<file path="src/mts_pkg.sv">
// Shared types, constants and lookup functions of the MML tone sequencer.
package mts_pkg;

  localparam int LYRIC_MAX_DEF = 30;
  localparam int NUM_BITS_DEF  = 16;
  localparam int QUEUE_DEPTH   = 4;

  localparam logic [7:0] WHOLE_NOTE     = 8'd192;
  localparam logic [6:0] TICKS_PER_UNIT = 7'd125;
  localparam logic [4:0] TOP_OCT_SHIFT  = 5'd17;
  localparam logic [3:0] OCT_MAX        = 4'd15;

  localparam logic [1:0] ERR_NONE   = 2'd0;
  localparam logic [1:0] ERR_SYNTAX = 2'd1;
  localparam logic [1:0] ERR_ZERO   = 2'd2;
  localparam logic [1:0] ERR_LYRIC  = 2'd3;

  // One unit of work handed from the parser to the tone generator.
  typedef struct packed {
    logic        has_note;
    logic [7:0]  pitch;
    logic        is_rest;
    logic [15:0] length;
    logic [15:0] tempo;
    logic [2:0]  gate;
    logic        gated;
    logic [1:0]  err;
  } job_t;

  // Top-octave frequencies in millihertz.
  function automatic logic [30:0] tone_top(input logic [3:0] idx);
    logic [30:0] r;
    case (idx)
      4'd0:    r = 31'd1071618315;
      4'd1:    r = 31'd1135340056;
      4'd2:    r = 31'd1202850889;
      4'd3:    r = 31'd1274376125;
      4'd4:    r = 31'd1350154473;
      4'd5:    r = 31'd1430438836;
      4'd6:    r = 31'd1515497155;
      4'd7:    r = 31'd1605613306;
      4'd8:    r = 31'd1701088041;
      4'd9:    r = 31'd1802240000;
      4'd10:   r = 31'd1909406767;
      4'd11:   r = 31'd2022946002;
      default: r = 31'd0;
    endcase
    return r;
  endfunction

  // Semitone offset of the letters A to G.
  function automatic logic [3:0] step_of(input logic [2:0] letter);
    logic [3:0] r;
    case (letter)
      3'd0:    r = 4'd9;
      3'd1:    r = 4'd11;
      3'd2:    r = 4'd0;
      3'd3:    r = 4'd2;
      3'd4:    r = 4'd4;
      3'd5:    r = 4'd5;
      3'd6:    r = 4'd7;
      default: r = 4'd0;
    endcase
    return r;
  endfunction

  // Adds half the length for a dot, saturating.
  function automatic logic [15:0] dotted(input logic [15:0] v);
    logic [16:0] s;
    s = {1'b0, v} + {2'b00, v[15:1]};
    return s[16] ? 16'hFFFF : s[15:0];
  endfunction

endpackage

</file>
<file path="src/mts_queue.sv">
// Short job queue between the parser and the tone generator.
module mts_queue (
  input  logic          clk,
  input  logic          rst,
  input  logic          push,
  input  mts_pkg::job_t push_job,
  input  logic          pop,
  output mts_pkg::job_t head,
  output logic          empty,
  output logic          full
);
  import mts_pkg::*;

  localparam int PW = $clog2(QUEUE_DEPTH);

  job_t          slots [QUEUE_DEPTH];
  logic [PW-1:0] wr_ptr;
  logic [PW-1:0] rd_ptr;
  logic [PW:0]   count;

  assign empty = (count == '0);
  assign full  = (count == (PW+1)'(QUEUE_DEPTH));
  assign head  = slots[rd_ptr];

  always_ff @(posedge clk) begin
    if (push) begin
      slots[wr_ptr] <= push_job;
    end
  end

  always_ff @(posedge clk) begin
    if (rst) begin
      wr_ptr <= '0;
      rd_ptr <= '0;
      count  <= '0;
    end else begin
      if (push) wr_ptr <= wr_ptr + PW'(1);
      if (pop)  rd_ptr <= rd_ptr + PW'(1);
      if (push && !pop) count <= count + (PW+1)'(1);
      else if (pop && !push) count <= count - (PW+1)'(1);
    end
  end

endmodule

</file>
<file path="src/mts_front.sv">
// Text parser: takes one MML byte per beat and turns finished notes and errors into jobs.
module mts_front #(
  parameter int LYRIC_MAX = mts_pkg::LYRIC_MAX_DEF,
  parameter int NUM_BITS  = mts_pkg::NUM_BITS_DEF
) (
  input  logic          clk,
  input  logic          rst,
  input  logic [7:0]    text_byte,
  input  logic          text_valid,
  output logic          text_ready,
  input  logic          queue_full,
  output logic          push,
  output mts_pkg::job_t job
);
  import mts_pkg::*;

  localparam int LC_W = $clog2(LYRIC_MAX + 2);
  localparam logic [NUM_BITS-1:0] NUM_MAX = '1;

  localparam logic [3:0] M_TOP       = 4'd0;
  localparam logic [3:0] M_NOTE_ACC  = 4'd1;
  localparam logic [3:0] M_NOTE_LEN  = 4'd2;
  localparam logic [3:0] M_NOTE_NUM  = 4'd3;
  localparam logic [3:0] M_NOTE_DOTS = 4'd4;
  localparam logic [3:0] M_NUM_O     = 4'd5;
  localparam logic [3:0] M_NUM_Q     = 4'd6;
  localparam logic [3:0] M_NUM_L     = 4'd7;
  localparam logic [3:0] M_L_DOTS    = 4'd8;
  localparam logic [3:0] M_NUM_T     = 4'd9;
  localparam logic [3:0] M_DOLLAR    = 4'd10;
  localparam logic [3:0] M_SKIP      = 4'd11;
  localparam logic [3:0] M_K_SEEK    = 4'd12;
  localparam logic [3:0] M_LYRIC     = 4'd13;
  localparam logic [3:0] M_LYRIC_ESC = 4'd14;

  localparam logic [7:0] CH_NUL   = 8'h00;
  localparam logic [7:0] CH_QUOTE = 8'h22;
  localparam logic [7:0] CH_HASH  = 8'h23;
  localparam logic [7:0] CH_DOLL  = 8'h24;
  localparam logic [7:0] CH_PCT   = 8'h25;
  localparam logic [7:0] CH_AMP   = 8'h26;
  localparam logic [7:0] CH_PLUS  = 8'h2B;
  localparam logic [7:0] CH_MINUS = 8'h2D;
  localparam logic [7:0] CH_DOT   = 8'h2E;
  localparam logic [7:0] CH_0     = 8'h30;
  localparam logic [7:0] CH_9     = 8'h39;
  localparam logic [7:0] CH_SEMI  = 8'h3B;
  localparam logic [7:0] CH_LT    = 8'h3C;
  localparam logic [7:0] CH_GT    = 8'h3E;
  localparam logic [7:0] CH_A     = 8'h41;
  localparam logic [7:0] CH_G     = 8'h47;
  localparam logic [7:0] CH_K     = 8'h4B;
  localparam logic [7:0] CH_L     = 8'h4C;
  localparam logic [7:0] CH_O     = 8'h4F;
  localparam logic [7:0] CH_Q     = 8'h51;
  localparam logic [7:0] CH_R     = 8'h52;
  localparam logic [7:0] CH_T     = 8'h54;

  logic [3:0]          mode, mode_next;
  logic [3:0]          octave, octave_next;
  logic [15:0]         dlen, dlen_next;
  logic [15:0]         gate, gate_next;
  logic [15:0]         tempo, tempo_next;
  logic [NUM_BITS-1:0] acc, acc_next;
  logic [7:0]          ppitch, ppitch_next;
  logic                prest, prest_next;
  logic [15:0]         plen, plen_next;
  logic [LC_W-1:0]     lcount, lcount_next;
  logic                halted, halted_next;

  // Divider for 192 / number, one quotient bit a cycle.
  logic [7:0]          held;
  logic                busy;
  logic [3:0]          div_cnt;
  logic [7:0]          div_dvd;
  logic [7:0]          div_q;
  logic [NUM_BITS-1:0] div_rem;
  logic [NUM_BITS:0]   div_t;
  logic                div_bit;
  logic                div_done;

  logic                accept, needs_div, proc;
  logic [7:0]          c;
  logic                digit;
  logic [NUM_BITS+3:0] acc_wide;
  logic [NUM_BITS-1:0] acc_inc;
  logic [23:0]         acc24;
  logic [15:0]         acc_sat;
  logic [15:0]         q16;
  logic [7:0]          oct12;
  logic [LC_W-1:0]     lcount_inc;
  logic                do_top, do_end, j_note, j_gated;
  logic [15:0]         j_len;
  logic [1:0]          fail;

  assign text_ready = !busy && !queue_full;
  assign accept     = text_valid && text_ready;
  assign div_done   = busy && (div_cnt == 4'd8);
  assign needs_div  = !halted && ((mode == M_NOTE_NUM) || (mode == M_NUM_L))
                      && !((text_byte >= CH_0) && (text_byte <= CH_9)) && (acc != '0);
  assign proc       = (accept && !needs_div && !halted) || div_done;
  assign c          = div_done ? held : text_byte;

  assign div_t   = {div_rem, div_dvd[7]};
  assign div_bit = (div_t >= {1'b0, acc});

  always_ff @(posedge clk) begin
    if (rst) begin
      busy <= 1'b0;
    end else if (accept && needs_div) begin
      busy    <= 1'b1;
      held    <= text_byte;
      div_cnt <= 4'd0;
      div_dvd <= WHOLE_NOTE;
      div_rem <= '0;
      div_q   <= '0;
    end else if (div_done) begin
      busy <= 1'b0;
    end else if (busy) begin
      div_cnt <= div_cnt + 4'd1;
      div_dvd <= {div_dvd[6:0], 1'b0};
      div_rem <= div_bit ? NUM_BITS'(div_t - {1'b0, acc}) : div_t[NUM_BITS-1:0];
      div_q   <= {div_q[6:0], div_bit};
    end
  end

  always_comb begin
    mode_next   = mode;
    octave_next = octave;
    dlen_next   = dlen;
    gate_next   = gate;
    tempo_next  = tempo;
    acc_next    = acc;
    ppitch_next = ppitch;
    prest_next  = prest;
    plen_next   = plen;
    lcount_next = lcount;
    halted_next = halted;
    do_top      = 1'b0;
    do_end      = 1'b0;
    j_note      = 1'b0;
    j_gated     = 1'b0;
    j_len       = plen;
    fail        = ERR_NONE;
    digit       = (c >= CH_0) && (c <= CH_9);
    acc_wide    = {acc, 3'b000} + {2'b00, acc, 1'b0} + (NUM_BITS+4)'(c[3:0]);
    acc_inc     = (acc_wide > (NUM_BITS+4)'(NUM_MAX)) ? NUM_MAX : acc_wide[NUM_BITS-1:0];
    acc24       = 24'(acc);
    acc_sat     = (|acc24[23:16]) ? 16'hFFFF : acc24[15:0];
    q16         = {8'd0, div_q};
    lcount_inc  = lcount + LC_W'(1);
    oct12       = 8'd0;

    if (proc) begin
      unique case (mode)
        M_TOP: do_top = 1'b1;
        M_NOTE_ACC, M_NOTE_LEN: begin
          if ((mode == M_NOTE_ACC) && (c == CH_PLUS || c == CH_HASH || c == CH_MINUS)) begin
            if (!prest) ppitch_next = (c == CH_MINUS) ? ppitch - 8'd1 : ppitch + 8'd1;
            mode_next = M_NOTE_LEN;
          end else if (digit) begin
            acc_next  = NUM_BITS'(c[3:0]);
            mode_next = M_NOTE_NUM;
          end else if (c == CH_DOT) begin
            plen_next = dotted(plen);
            mode_next = M_NOTE_DOTS;
          end else begin
            do_end = 1'b1;
          end
        end
        M_NOTE_NUM: begin
          if (digit) acc_next = acc_inc;
          else if (acc == '0) fail = ERR_ZERO;
          else if (c == CH_DOT) begin
            plen_next = dotted(q16);
            mode_next = M_NOTE_DOTS;
          end else begin
            plen_next = q16;
            do_end    = 1'b1;
          end
        end
        M_NOTE_DOTS: begin
          if (c == CH_DOT) plen_next = dotted(plen);
          else do_end = 1'b1;
        end
        M_NUM_O, M_NUM_Q, M_NUM_T: begin
          if (digit) acc_next = acc_inc;
          else begin
            if (mode == M_NUM_O) octave_next = (acc24 > 24'(OCT_MAX)) ? OCT_MAX : acc24[3:0];
            else if (mode == M_NUM_Q) gate_next = acc_sat;
            else tempo_next = acc_sat;
            do_top = 1'b1;
          end
        end
        M_NUM_L: begin
          if (digit) acc_next = acc_inc;
          else if (acc == '0) fail = ERR_ZERO;
          else if (c == CH_DOT) begin
            dlen_next = dotted(q16);
            mode_next = M_L_DOTS;
          end else begin
            dlen_next = q16;
            do_top    = 1'b1;
          end
        end
        M_L_DOTS: begin
          if (c == CH_DOT) dlen_next = dotted(dlen);
          else do_top = 1'b1;
        end
        M_DOLLAR, M_SKIP: begin
          if ((mode == M_DOLLAR) && (c == CH_K)) mode_next = M_K_SEEK;
          else begin
            mode_next = (c == CH_SEMI) ? M_TOP : M_SKIP;
            if (c == CH_NUL) fail = ERR_SYNTAX;
          end
        end
        M_K_SEEK: begin
          if (c == CH_QUOTE) begin
            lcount_next = '0;
            mode_next   = M_LYRIC;
          end else if (c == CH_NUL) fail = ERR_SYNTAX;
        end
        M_LYRIC: begin
          if (c == CH_NUL) fail = ERR_SYNTAX;
          else if (c == CH_QUOTE) mode_next = M_SKIP;
          else begin
            if (c == CH_PCT) mode_next = M_LYRIC_ESC;
            lcount_next = lcount_inc;
            if (lcount_inc > LC_W'(LYRIC_MAX)) fail = ERR_LYRIC;
          end
        end
        M_LYRIC_ESC: begin
          if (c == CH_NUL) fail = ERR_SYNTAX;
          else mode_next = M_LYRIC;
        end
        default: do_top = 1'b1;
      endcase

      // A note or rest ends here; a tie suppresses the gap and the next command.
      if (do_end) begin
        mode_next = M_TOP;
        j_len     = plen_next;
        if (tempo == 16'd0) fail = ERR_ZERO;
        else begin
          j_note  = 1'b1;
          j_gated = !prest && (gate < 16'd8) && (c != CH_AMP);
          do_top  = (c != CH_AMP);
        end
      end

      if (do_top) begin
        mode_next = M_TOP;
        oct12 = 8'({octave_next, 3'b000}) + 8'({octave_next, 2'b00});
        if (((c >= CH_A) && (c <= CH_G)) || (c == CH_R)) begin
          prest_next  = (c == CH_R);
          ppitch_next = (c == CH_R) ? 8'd0
                        : oct12 + {4'd0, step_of(c[2:0] - 3'd1)} + 8'd12;
          plen_next   = dlen_next;
          mode_next   = M_NOTE_ACC;
        end else if (c == CH_LT) begin
          if (octave_next != 4'd0) octave_next = octave_next - 4'd1;
        end else if (c == CH_GT) begin
          if (octave_next != OCT_MAX) octave_next = octave_next + 4'd1;
        end else if (c == CH_O || c == CH_Q || c == CH_L || c == CH_T) begin
          acc_next  = '0;
          mode_next = (c == CH_O) ? M_NUM_O : (c == CH_Q) ? M_NUM_Q
                    : (c == CH_L) ? M_NUM_L : M_NUM_T;
        end else if (c == CH_DOLL) begin
          mode_next = M_DOLLAR;
        end else if (c == CH_NUL) begin
          lcount_next = '0;
        end else begin
          fail = ERR_SYNTAX;
        end
      end

      if (fail != ERR_NONE) begin
        mode_next   = M_TOP;
        halted_next = 1'b1;
      end
    end
  end

  assign push         = proc && (j_note || (fail != ERR_NONE));
  assign job.has_note = j_note;
  assign job.pitch    = ppitch;
  assign job.is_rest  = prest;
  assign job.length   = j_len;
  assign job.tempo    = tempo;
  assign job.gate     = gate[2:0];
  assign job.gated    = j_gated;
  assign job.err      = fail;

  always_ff @(posedge clk) begin
    if (rst) begin
      mode   <= M_TOP;
      octave <= 4'd4;
      dlen   <= 16'(WHOLE_NOTE / 4);
      gate   <= 16'd7;
      tempo  <= 16'd120;
      acc    <= '0;
      ppitch <= 8'd0;
      prest  <= 1'b0;
      plen   <= 16'd0;
      lcount <= '0;
      halted <= 1'b0;
    end else begin
      mode   <= mode_next;
      octave <= octave_next;
      dlen   <= dlen_next;
      gate   <= gate_next;
      tempo  <= tempo_next;
      acc    <= acc_next;
      ppitch <= ppitch_next;
      prest  <= prest_next;
      plen   <= plen_next;
      lcount <= lcount_next;
      halted <= halted_next;
    end
  end

endmodule

</file>
<file path="src/mts_back.sv">
// Tone generator: divides out each note job's duration and presents its segments, and any error, as result beats.
module mts_back (
  input  logic          clk,
  input  logic          rst,
  input  mts_pkg::job_t job,
  input  logic          queue_empty,
  output logic          pop,
  output logic [30:0]   tone_mhz,
  output logic [15:0]   duration_ticks,
  output logic [1:0]    error_code,
  output logic          last_of_run,
  output logic          tone_valid,
  input  logic          tone_ready
);
  import mts_pkg::*;

  localparam logic [2:0] B_IDLE = 3'd0;
  localparam logic [2:0] B_DIV  = 3'd1;
  localparam logic [2:0] B_CALC = 3'd2;
  localparam logic [2:0] B_SEG1 = 3'd3;
  localparam logic [2:0] B_SEG2 = 3'd4;
  localparam logic [2:0] B_ERR  = 3'd5;

  localparam int DW = 23;

  logic [2:0]    state;
  job_t          jb;
  logic [DW-1:0] dvd;
  logic [15:0]   rem;
  logic [4:0]    cnt;
  logic [16:0]   div_t;
  logic          div_bit;
  logic [15:0]   dur;
  logic [30:0]   tone;
  logic [15:0]   oct_prod;
  logic [4:0]    oct;
  logic [7:0]    semi;
  logic [4:0]    shamt;
  logic [18:0]   gprod;
  logic [15:0]   on_ticks;
  logic          load;
  logic          emit;

  assign pop     = (state == B_IDLE) && !queue_empty;
  assign load    = !tone_valid || tone_ready;
  assign emit    = load && ((state == B_SEG1) || (state == B_SEG2) || (state == B_ERR));
  assign div_t   = {rem, dvd[DW-1]};
  assign div_bit = (div_t >= {1'b0, jb.tempo});

  // Pitch split into octave and semitone by a reciprocal of twelve.
  assign oct_prod = 16'(jb.pitch) * 16'd171;
  assign oct      = oct_prod[15:11];
  assign semi     = jb.pitch - 8'({oct, 3'b000}) - 8'({oct, 2'b00});
  assign shamt    = (oct >= TOP_OCT_SHIFT) ? 5'd0 : TOP_OCT_SHIFT - oct;

  assign gprod    = 19'(dur) * 19'(jb.gate);
  assign on_ticks = gprod[18:3];

  always_ff @(posedge clk) begin
    if (rst) begin
      state      <= B_IDLE;
      tone_valid <= 1'b0;
    end else begin
      if (emit) tone_valid <= 1'b1;
      else if (tone_ready) tone_valid <= 1'b0;
      unique case (state)
        B_IDLE: begin
          if (!queue_empty) begin
            jb  <= job;
            rem <= '0;
            cnt <= '0;
            dvd <= DW'(job.length) * DW'(TICKS_PER_UNIT);
            state <= job.has_note ? B_DIV : B_ERR;
          end
        end
        B_DIV: begin
          rem <= div_bit ? 16'(div_t - {1'b0, jb.tempo}) : div_t[15:0];
          dvd <= {dvd[DW-2:0], div_bit};
          cnt <= cnt + 5'd1;
          if (cnt == 5'(DW - 1)) state <= B_CALC;
        end
        B_CALC: begin
          dur   <= (|dvd[DW-1:16]) ? 16'hFFFF : dvd[15:0];
          tone  <= jb.is_rest ? 31'd0 : tone_top(semi[3:0]) >> shamt;
          state <= B_SEG1;
        end
        B_SEG1: begin
          if (load) begin
            tone_mhz       <= tone;
            duration_ticks <= jb.gated ? on_ticks : dur;
            error_code     <= ERR_NONE;
            last_of_run    <= !jb.gated && (jb.err == ERR_NONE);
            state <= jb.gated ? B_SEG2 : ((jb.err != ERR_NONE) ? B_ERR : B_IDLE);
          end
        end
        B_SEG2: begin
          if (load) begin
            tone_mhz       <= 31'd0;
            duration_ticks <= dur - on_ticks;
            error_code     <= ERR_NONE;
            last_of_run    <= (jb.err == ERR_NONE);
            state <= (jb.err != ERR_NONE) ? B_ERR : B_IDLE;
          end
        end
        B_ERR: begin
          if (load) begin
            tone_mhz       <= 31'd0;
            duration_ticks <= 16'd0;
            error_code     <= jb.err;
            last_of_run    <= 1'b1;
            state          <= B_IDLE;
          end
        end
        default: state <= B_IDLE;
      endcase
    end
  end

endmodule

</file>
<file path="src/mml_tone_sequencer.sv">
// Top level of the MML tone sequencer: parser, job queue and tone generator.
// The block reads upper-case MML text one byte per input beat and produces tone
// segments (frequency in millihertz, duration in centisecond ticks) on its result
// channel. A byte that closes a note length or an L value with a number first runs
// the divider that forms 192 / n; the input is held while it runs or the queue is full.
// For each note or rest the tone generator takes the job from the queue, runs the
// restoring division of length x 125 by the tempo, looks up the pitch and loads the
// first result beat, then loads each further beat; a four-entry job queue lets the
// parser run ahead of it by that many notes. Once an error is found the block
// accepts and discards every further byte until reset.
module mml_tone_sequencer #(
  parameter int LYRIC_MAX = mts_pkg::LYRIC_MAX_DEF,
  parameter int NUM_BITS  = mts_pkg::NUM_BITS_DEF
) (
  input  logic        clk,
  input  logic        rst,
  input  logic [7:0]  text_byte,
  input  logic        text_valid,
  output logic        text_ready,
  output logic [30:0] tone_mhz,
  output logic [15:0] duration_ticks,
  output logic [1:0]  error_code,
  output logic        last_of_run,
  output logic        tone_valid,
  input  logic        tone_ready
);
  import mts_pkg::*;

  job_t push_job;
  job_t head_job;
  logic push, pop, q_empty, q_full;

  // The parser keeps all musical state and emits one job per finished note or error.
  mts_front #(
    .LYRIC_MAX (LYRIC_MAX),
    .NUM_BITS  (NUM_BITS)
  ) u_front (
    .clk        (clk),
    .rst        (rst),
    .text_byte  (text_byte),
    .text_valid (text_valid),
    .text_ready (text_ready),
    .queue_full (q_full),
    .push       (push),
    .job        (push_job)
  );

  mts_queue u_queue (
    .clk      (clk),
    .rst      (rst),
    .push     (push),
    .push_job (push_job),
    .pop      (pop),
    .head     (head_job),
    .empty    (q_empty),
    .full     (q_full)
  );

  // The generator owns the output register, so a waiting result stalls parsing only once the job queue is full.
  mts_back u_back (
    .clk            (clk),
    .rst            (rst),
    .job            (head_job),
    .queue_empty    (q_empty),
    .pop            (pop),
    .tone_mhz       (tone_mhz),
    .duration_ticks (duration_ticks),
    .error_code     (error_code),
    .last_of_run    (last_of_run),
    .tone_valid     (tone_valid),
    .tone_ready     (tone_ready)
  );

endmodule

</file>
<file path="config.mk">
export PLATFORM = sky130hd
export DESIGN_NAME = mml_tone_sequencer
export DESIGN_NICKNAME = d
export VERILOG_FILES = /design/src/mts_pkg.sv /design/src/mts_queue.sv /design/src/mts_front.sv /design/src/mts_back.sv /design/src/mml_tone_sequencer.sv
export SDC_FILE = /design/constraint.sdc
export NUM_CORES = 2
export LEC_CHECK = 0
export BUFFER_PORTS_ARGS = -buffer_cell sky130_fd_sc_hd__buf_2
export CORE_UTILIZATION = 30
export DETAILED_ROUTE_END_ITERATION = 6
export SYNTH_ARGS = -nofsm -noshare
export SYNTH_HDL_FRONTEND = slang
export SYNTH_SLANG_ARGS = --single-unit
</file>
<file path="constraint.sdc">
create_clock -name clk -period 10.2 [get_ports clk]
set_input_delay 0.51 -clock clk [delete_from_list [all_inputs] [get_ports clk]]
set_output_delay 0.51 -clock clk [all_outputs]
set_load 0.02 [all_outputs]
</file>
== Word-level counts from Yosys, hierarchy flattened ==
Memories as Yosys holds them, arrays and structs flattened. A register that Yosys moved wholly into a read port is not among the register bits.
Index checks and enable logic that the tools add are counted.

* $add $sub $neg: 26
* Multipliers: 3
* Magnitude comparators: 13
* Eq/ne operators: 62
* Shift operators: 1
* Muxes and demuxes: 180
* Bitwise operators: 5
* Reductions and logical operators: 89

{| class="wikitable"
|+ Operators with widths
! operator !! number
|-
| 16-bit two-way mux || 34
|-
| 4-bit two-way mux || 42
|-
| 31-bit two-way mux || 4
|-
| 8-bit two-way mux || 12
|-
| 16-bit one-hot mux with 2 select lines || 3
|-
| 16-bit one-hot mux with 3 select lines || 2
|-
| 8-bit by 6-bit == test with 1-bit output (second input constant) || 10
|-
| 31-bit one-hot mux with 2 select lines || 1
|-
| 5-bit two-way mux || 12
|-
| 8-bit by 7-bit == test with 1-bit output (second input constant) || 6
|-
| 16-bit subtractor || 3
|-
| 23-bit one-hot mux with 2 select lines || 1
|-
| 2-bit two-way mux || 22
|-
| 5-bit != test (second input constant) || 7
|-
| 16-bit by 15-bit adder with 17-bit output || 2
|-
| 17-bit by 16-bit greater-or-equal comparator with 1-bit output || 2
|-
| 4-bit == test (second input constant) || 8
|-
| 16-bit zero test || 2
|-
| 31-bit by 5-bit right shift with 31-bit output || 1
|-
| 3-bit two-way mux || 10
|-
| 4-bit one-hot mux with 7 select lines || 1
|-
| 1-bit two-way mux || 26
|-
| 4-bit one-hot mux with 6 select lines || 1
|-
| 16-bit by 7-bit multiplier with 23-bit output (second input constant) || 1
|-
| other kinds (69) || 166
|}

* Flip-flop bits (word level): 331
* Bits in writable memories: 192
* Memory bits (read-only): 496
* Input port bits: 12
* Logic and storage cells: 418
* Memories: 2

{| class="wikitable"
|+ Memory list
! name !! depth !! bits a word !! rd ports !! clocked after Yosys merged registers in !! wr ports !! line !! RTL
|-
| (name not given) || 16 || 31 || 1 || 0 || 0 || mts_pkg.sv:33 || <nowiki>case (idx)</nowiki>
|-
| u_queue.slots || 4 || 48 || 1 || 1 || 1 || mts_queue.sv:16 || <nowiki>job_t slots [QUEUE_DEPTH];</nowiki>
|}

== Logic depth before layout (Yosys ltp) ==
* Depth after elaboration: 27
* Depth in mapped cells: 24

== By module ==
Synthesis repeated with hierarchy kept, for this count alone.

* Cells, all modules: 3572
* Area, all modules: 36039.6 µm²

{| class="wikitable"
|+ Modules (own cells, without submodules)
! module !! instances !! cells each !! area an instance (µm²) !! seq. area each (µm²)
|-
| mts_back || 1 || 1738 || 16344.4 || 5245.0
|-
| mts_front || 1 || 1540 || 12348.1 || 3223.1
|-
| mts_queue || 1 || 294 || 7347.0 || 5945.7
|}

== Worst setup path after synthesis ==
No wires, ideal clock.

* Kind: in2reg
* Start point: input port rst
* End point: register u_back.cnt[0] (enable)
* Arrival time: 7837 ps
* Path slack: 1680 ps
* Stages on the path: 3
* Path buffers: 2
* Path through: clkbuf_1 -> clkbuf_1 -> a2111oi_0

* Word-level cells in the longest chain between the ends: 2

{| class="wikitable"
|+ RTL lines
! item !! line !! RTL
|-
| start: declaration || mml_tone_sequencer.sv:16 || <nowiki>input logic rst,</nowiki>
|-
| 1-bit NOT (no line) || - ||
|-
| 3-bit AND reduction (no line) || - ||
|-
| end signal: assignment || mts_back.sv:79 || <nowiki>cnt <= cnt + 5'd1;</nowiki>
|-
| end: declaration || mts_back.sv:30 || <nowiki>logic [4:0] cnt;</nowiki>
|}

Every way passes these cells.
A chain may end at the register's enable or synchronous reset.

== Final worst setup path ==
* Start point: register u_back.jb[40] in the netlist's numbering
* End point: register u_back.tone[4], data pin

* Word-level cells in the longest chain between the ends: 7
* Elaborated cells between the ends (all ways): 10

{| class="wikitable"
|+ RTL lines
! item !! line !! RTL
|-
| start: declaration || mts_back.sv:27 || <nowiki>job_t jb;</nowiki>
|-
| start signal: assignment || mts_back.sv:69 || <nowiki>jb <= job;</nowiki>
|-
| 8-bit by 8-bit multiplier with 16-bit output || mts_back.sv:51 || <nowiki>assign oct_prod = 16'(jb.pitch) * 16'd171;</nowiki>
|-
| 4-bit subtractor (2 in series) || mts_back.sv:53 || <nowiki>assign semi = jb.pitch - 8'({oct, 3'b000}) - 8'({oct, 2'b00});</nowiki>
|-
| memory 16 x 31 bit || - ||
|-
| 31-bit two-way mux || mts_back.sv:66 || <nowiki>unique case (state)</nowiki>
|-
| 31-bit two-way mux || mts_back.sv:60 || <nowiki>if (rst) begin</nowiki>
|-
| 31-bit by 5-bit right shift with 31-bit output * || mts_back.sv:84 || <nowiki>tone <= jb.is_rest ? 31'd0 : tone_top(semi[3:0]) >> shamt;</nowiki>
|-
| end signal: assignment || mts_back.sv:84 ||
|-
| end: declaration || mts_back.sv:34 || <nowiki>logic [30:0] tone;</nowiki>
|}

Mark *: on every way between the ends. The rest lies on a longest branch, timed or not. The select of a mux whose other input is x is not followed.

==> results <==
- The startpoint kind of the worst setup timing path is a register.
- The number of antenna violations at the first check in global routing is 0.
- In this run the number of H-tree levels came out at 2.
- The wire length of the first global-routing pass is 140,500 um.
- The post-CTS setup buffer count is 0.
- In this run the count of I/O pins placed on the die edge is 64.
- Across all layers, the routed design uses 26.20k vias.
- The final weighted congestion in routability-driven placement is 0.8824.
- Dividing the detail-routed via count by the number of cells gives 5.225.
- Global routing used 14.75% of the available tracks across all layers.
- The flow ran to the end, and the final reports show no timing, DRC or antenna violations.
- The chip width is 343.3 um.
- The sum of negative setup slack is 0 ns.
- After synthesis the cells add up to 0.03495 mm^2.
- The detailed router's first-iteration violation count is 1,786.
- Each instance of the synthesized netlist takes up on average 10.19 um^2.
- 0 antenna diodes ended up in the layout.
- After synthesis, the largest family of logic cells by area is compound AO/OA/AOI/OAI gates.
- For this run, the detailed router's first-pass iteration total came to 5.
- The aggregate routed wire length is 87,350 um.
- The wire-length estimate of the detail-placed layout is 63,970 um.
- Dividing the detail-routed wire length by the instance count gives 17.42 um.
- For this block, wires on met1 add up to 41,600 um.
- The worst path arrival time is 7.98 ns.
- Of the total synthesized cell area, the portion taken by XOR and XNOR cells is 3.430%.
- In this run the worst hold path is classified as in2reg.
- Input and output buffers added on the ports amount to 63.
- The die extent in y is 343.3 um.
- The required time at the worst-slack endpoint is 10.58 ns.
- Sequential cells were found to cover 41.24% of the synthesized design area.
- After detailed routing, the met2 layer carries 39,490 um of wire.
- Ranked by total cell area, the synthesized netlist is headed by sky130_fd_sc_hd__edfxtp_1, sky130_fd_sc_hd__ha_1, sky130_fd_sc_hd__dfxtp_1, sky130_fd_sc_hd__fa_1, sky130_fd_sc_hd__a21oi_1.
- The maximum net fanout on the critical path is 14.
- The number of design rule violations left after detail routing is 0.
- The number of warnings issued by yosys is 0.
- The count of endpoints failing hold in the final timing report is 0.
- The number of endpoints failing setup at the final stage is 0.
- Setup repair after global routing left no endpoint under its margin.
- Counting instances in the post-synthesis netlist gives the leading cell types as sky130_fd_sc_hd__edfxtp_1, sky130_fd_sc_hd__nand2_1, sky130_fd_sc_hd__nor2_1, sky130_fd_sc_hd__ha_1, sky130_fd_sc_hd__a21oi_1.
- For the pin with the worst max-slew slack, the measured transition is 1.172 ns.
- The initial utilization of the core area, before any placement, comes to 30.40%.
- The setup path with the least slack is of type reg2reg.
- For this design, the CTS-stage hold fixing added 0 buffers.
- Of all flip-flops after synthesis, the portion carrying an async set or reset was 0%.
- After layout, the minimum clock period comes to 7.603 ns.
- The clock tree root buffer cell is sky130_fd_sc_hd__clkbuf_16.
- The ratio of final minimum period to clock period is 74.54%.
- The later pin in the worst-skew pair is clocked with a latency of 0.65 ns.
- The number of buffers inserted during clock tree synthesis is 59.
- The cell type with the highest aggregate area in the netlist is sky130_fd_sc_hd__edfxtp_1.
- The synthesized instance count is 3,429.
- Clock-pin slew was measured on the worst setup and hold paths at 0.06 ns.
- The area enclosed by the die boundary is 0.1179 mm^2.
- The post-synthesis cell type count is 98.
- The clock sink total is 519.
- Among all flip-flop cells after synthesis, the most frequent one is sky130_fd_sc_hd__edfxtp_1.
- Entering global routing, the biggest net connects 54 pins.
- Multiplexer cells account for 6.133% of the synthesized area.
- STA classifies the critical path endpoint as a register.
- TritonCTS built the clock tree.
- The layout overhead on the synthesized area is 11.61%.
- The simple-gate portion of the synthesized area is 14.28%.
- The synthesized netlist devotes 15.17% of its cell area to adder and majority cells.
- The uppermost metal layer occupied by signal nets is met4.
- The worst hold slack is 0.09318 ns.
- The post-cts resize count is 0.
- The net count after synthesis is 3,809.
- In the detailed route, the total length drawn on met3 is 4235 um.
- The achievable clock frequency is 131.5 MHz.
- Synthesis inferred 519 register bits.
- The area share of the leading cell type in the synthesized netlist is 34.54%.
- The total area inside the core boundary comes to 0.1150 mm^2.
- The total number of placement rows is 124.
- The most common cell in the synthesized netlist is sky130_fd_sc_hd__edfxtp_1.
- The reported max-cap violation count is 0.
- The clock passes through at most 3 buffers.
- The number of pins with negative max-slew slack in the final report came to 0.
- For this run the aggregate overflow at the end of global routing stands at 0.
- Headroom to the max-slew limit came out at 21.57%.
- The worst clock skew is 0.02004 ns.
- The via count of the first global-routing pass is 25.38k.
- The synthesized netlist devotes 15.83% of its cell area to compound gates.
- The number of nets with antenna violations after detailed routing is 0.
- In the final layout, the share of cells above drive strength 1 is 10.28%.
- The number of synthesized flops with an enable pin is 402.
- The final layout net count is 3,831.
[per-layer routing]
| layer | global-route usage, % | up-vias |
|---|---|---|
| met5 | 0 | - |
| met4 | 4.519 | 0 |
| met3 | 1.802 | 118 |
| met2 | 23.63 | 725 |
| met1 | 20.71 | 12670 |
| li1 | - | 12690 |
[registers in the layout, indices dropped and copies added, names as in the netlist, 5 cells and up, named ones only]
| register | flops |
|---|---|
| u_back.dvd | 23 |
| u_back.cnt | 5 |
| u_back.dur | 16 |
| u_back.duration_ticks | 16 |
| u_back.tone | 31 |
| u_front.dlen | 16 |
| u_front.gate | 16 |
| u_front.acc | 16 |
| u_front.lcount | 5 |
| u_front.div_rem | 16 |
| u_back.jb | 31 |
| u_back.tone_mhz | 31 |
| u_front.held | 8 |
| u_front.div_q | 8 |
| u_front.tempo | 16 |
| u_front.plen | 16 |
| u_front.ppitch | 8 |
| u_back.rem | 16 |
| u_queue.slots | 192 |
[cells in the final DEF, fill, tap and decap left out, types with 33 or more instances in the layout]
cell type / Yosys / routed
sky130_fd_sc_hd__a211oi_1: 43 / 43
sky130_fd_sc_hd__nor3_1: 83 / 83
sky130_fd_sc_hd__xor2_1: 60 / 60
sky130_fd_sc_hd__nor2b_1: 59 / 54
sky130_fd_sc_hd__nand2_1: 312 / 312
sky130_fd_sc_hd__xnor2_1: 75 / 75
sky130_fd_sc_hd__fa_1: 93 / 93
sky130_fd_sc_hd__a21oi_1: 268 / 267
sky130_fd_sc_hd__o21ai_0: 178 / 176
sky130_fd_sc_hd__mux4_2: 48 / 48
sky130_fd_sc_hd__inv_1: 214 / 214
sky130_fd_sc_hd__clkbuf_16: 0 / 63
sky130_fd_sc_hd__nand3_1: 71 / 71
sky130_fd_sc_hd__o211ai_1: 34 / 34
sky130_fd_sc_hd__buf_4: 1 / 33
sky130_fd_sc_hd__a21o_1: 45 / 45
sky130_fd_sc_hd__a31oi_1: 40 / 39
sky130_fd_sc_hd__buf_2: 14 / 63
sky130_fd_sc_hd__dfxtp_1: 117 / 115
sky130_fd_sc_hd__edfxtp_1: 402 / 402
sky130_fd_sc_hd__ha_1: 275 / 275
sky130_fd_sc_hd__nor2_1: 278 / 275
sky130_fd_sc_hd__mux2i_1: 67 / 67
[kinds of logic after synthesis]
logic type               count (synthesis)
AO/OA/AOI/OAI                          860
XOR/XNOR                               136
adder cells (fa/ha/maj)                368
buffers and inverters                  353
flip-flops                             519
multiplexers                           148
AND/OR/NAND/NOR                       1045
[layout make-up]
type	count	area (um^2)
clock buffer	76	1645
clock inverter	35	391.6
fill	11460	75960
inverter	218	819.5
multi-input combinational	2557	19280
sequential	519	14420
tap	1512	1892
timing repair buffer	96	563.0
[per-stage QoR]
stage	area (um^2)	util, %	instances	worst slack, ns
6_report	39010	33.93	5013	2.597
2_1_floorplan	34950	-	3429	1.680
4_1_cts	39010	33.93	5013	2.617
5_1_grt	39010	33.93	5013	2.015
3_5_place_dp	36970	32.16	4902	2.663
3_3_place_gp	36970	32.16	4902	2.693
[worst paths after layout]
kind	start	cells after the start	endpoint	slack, ns
worst max-delay path	u_back.jb[40]	22	u_back.tone[4]	2.60
worst min register to register	u_front.gate[9]	2	u_front.gate[9]	0.46
worst min-delay path	text_byte[3]	1	u_front.held[3]	0.09
worst max register to register	u_back.jb[40]	22	u_back.tone[4]	2.60
[critical path, stage by stage, from the launching register on]
cell and delay [ns]:
sky130_fd_sc_hd__edfxtp_1 0.54, sky130_fd_sc_hd__ha_1 0.40, sky130_fd_sc_hd__inv_1 0.07, sky130_fd_sc_hd__fa_1 0.51, sky130_fd_sc_hd__fa_1 0.54, sky130_fd_sc_hd__inv_1 0.05, sky130_fd_sc_hd__fa_1 0.48, sky130_fd_sc_hd__ha_1 0.33
sky130_fd_sc_hd__nand4_1 0.16, sky130_fd_sc_hd__nand3_1 0.10, sky130_fd_sc_hd__a311o_1 0.37, sky130_fd_sc_hd__nand2_1 0.14, sky130_fd_sc_hd__inv_1 0.08, sky130_fd_sc_hd__ha_1 0.21, sky130_fd_sc_hd__xnor2_1 0.32, sky130_fd_sc_hd__xor2_1 0.61
sky130_fd_sc_hd__nand3_1 0.58, sky130_fd_sc_hd__nand2_1 0.56, sky130_fd_sc_hd__mux2i_1 0.15, sky130_fd_sc_hd__mux2i_1 0.34, sky130_fd_sc_hd__mux2i_1 0.16, sky130_fd_sc_hd__mux2_2 0.33, sky130_fd_sc_hd__a221o_1 0.32
Power is not shown: default switching activity piles up to over one toggle a cycle in this logic, so the estimate is an artifact.
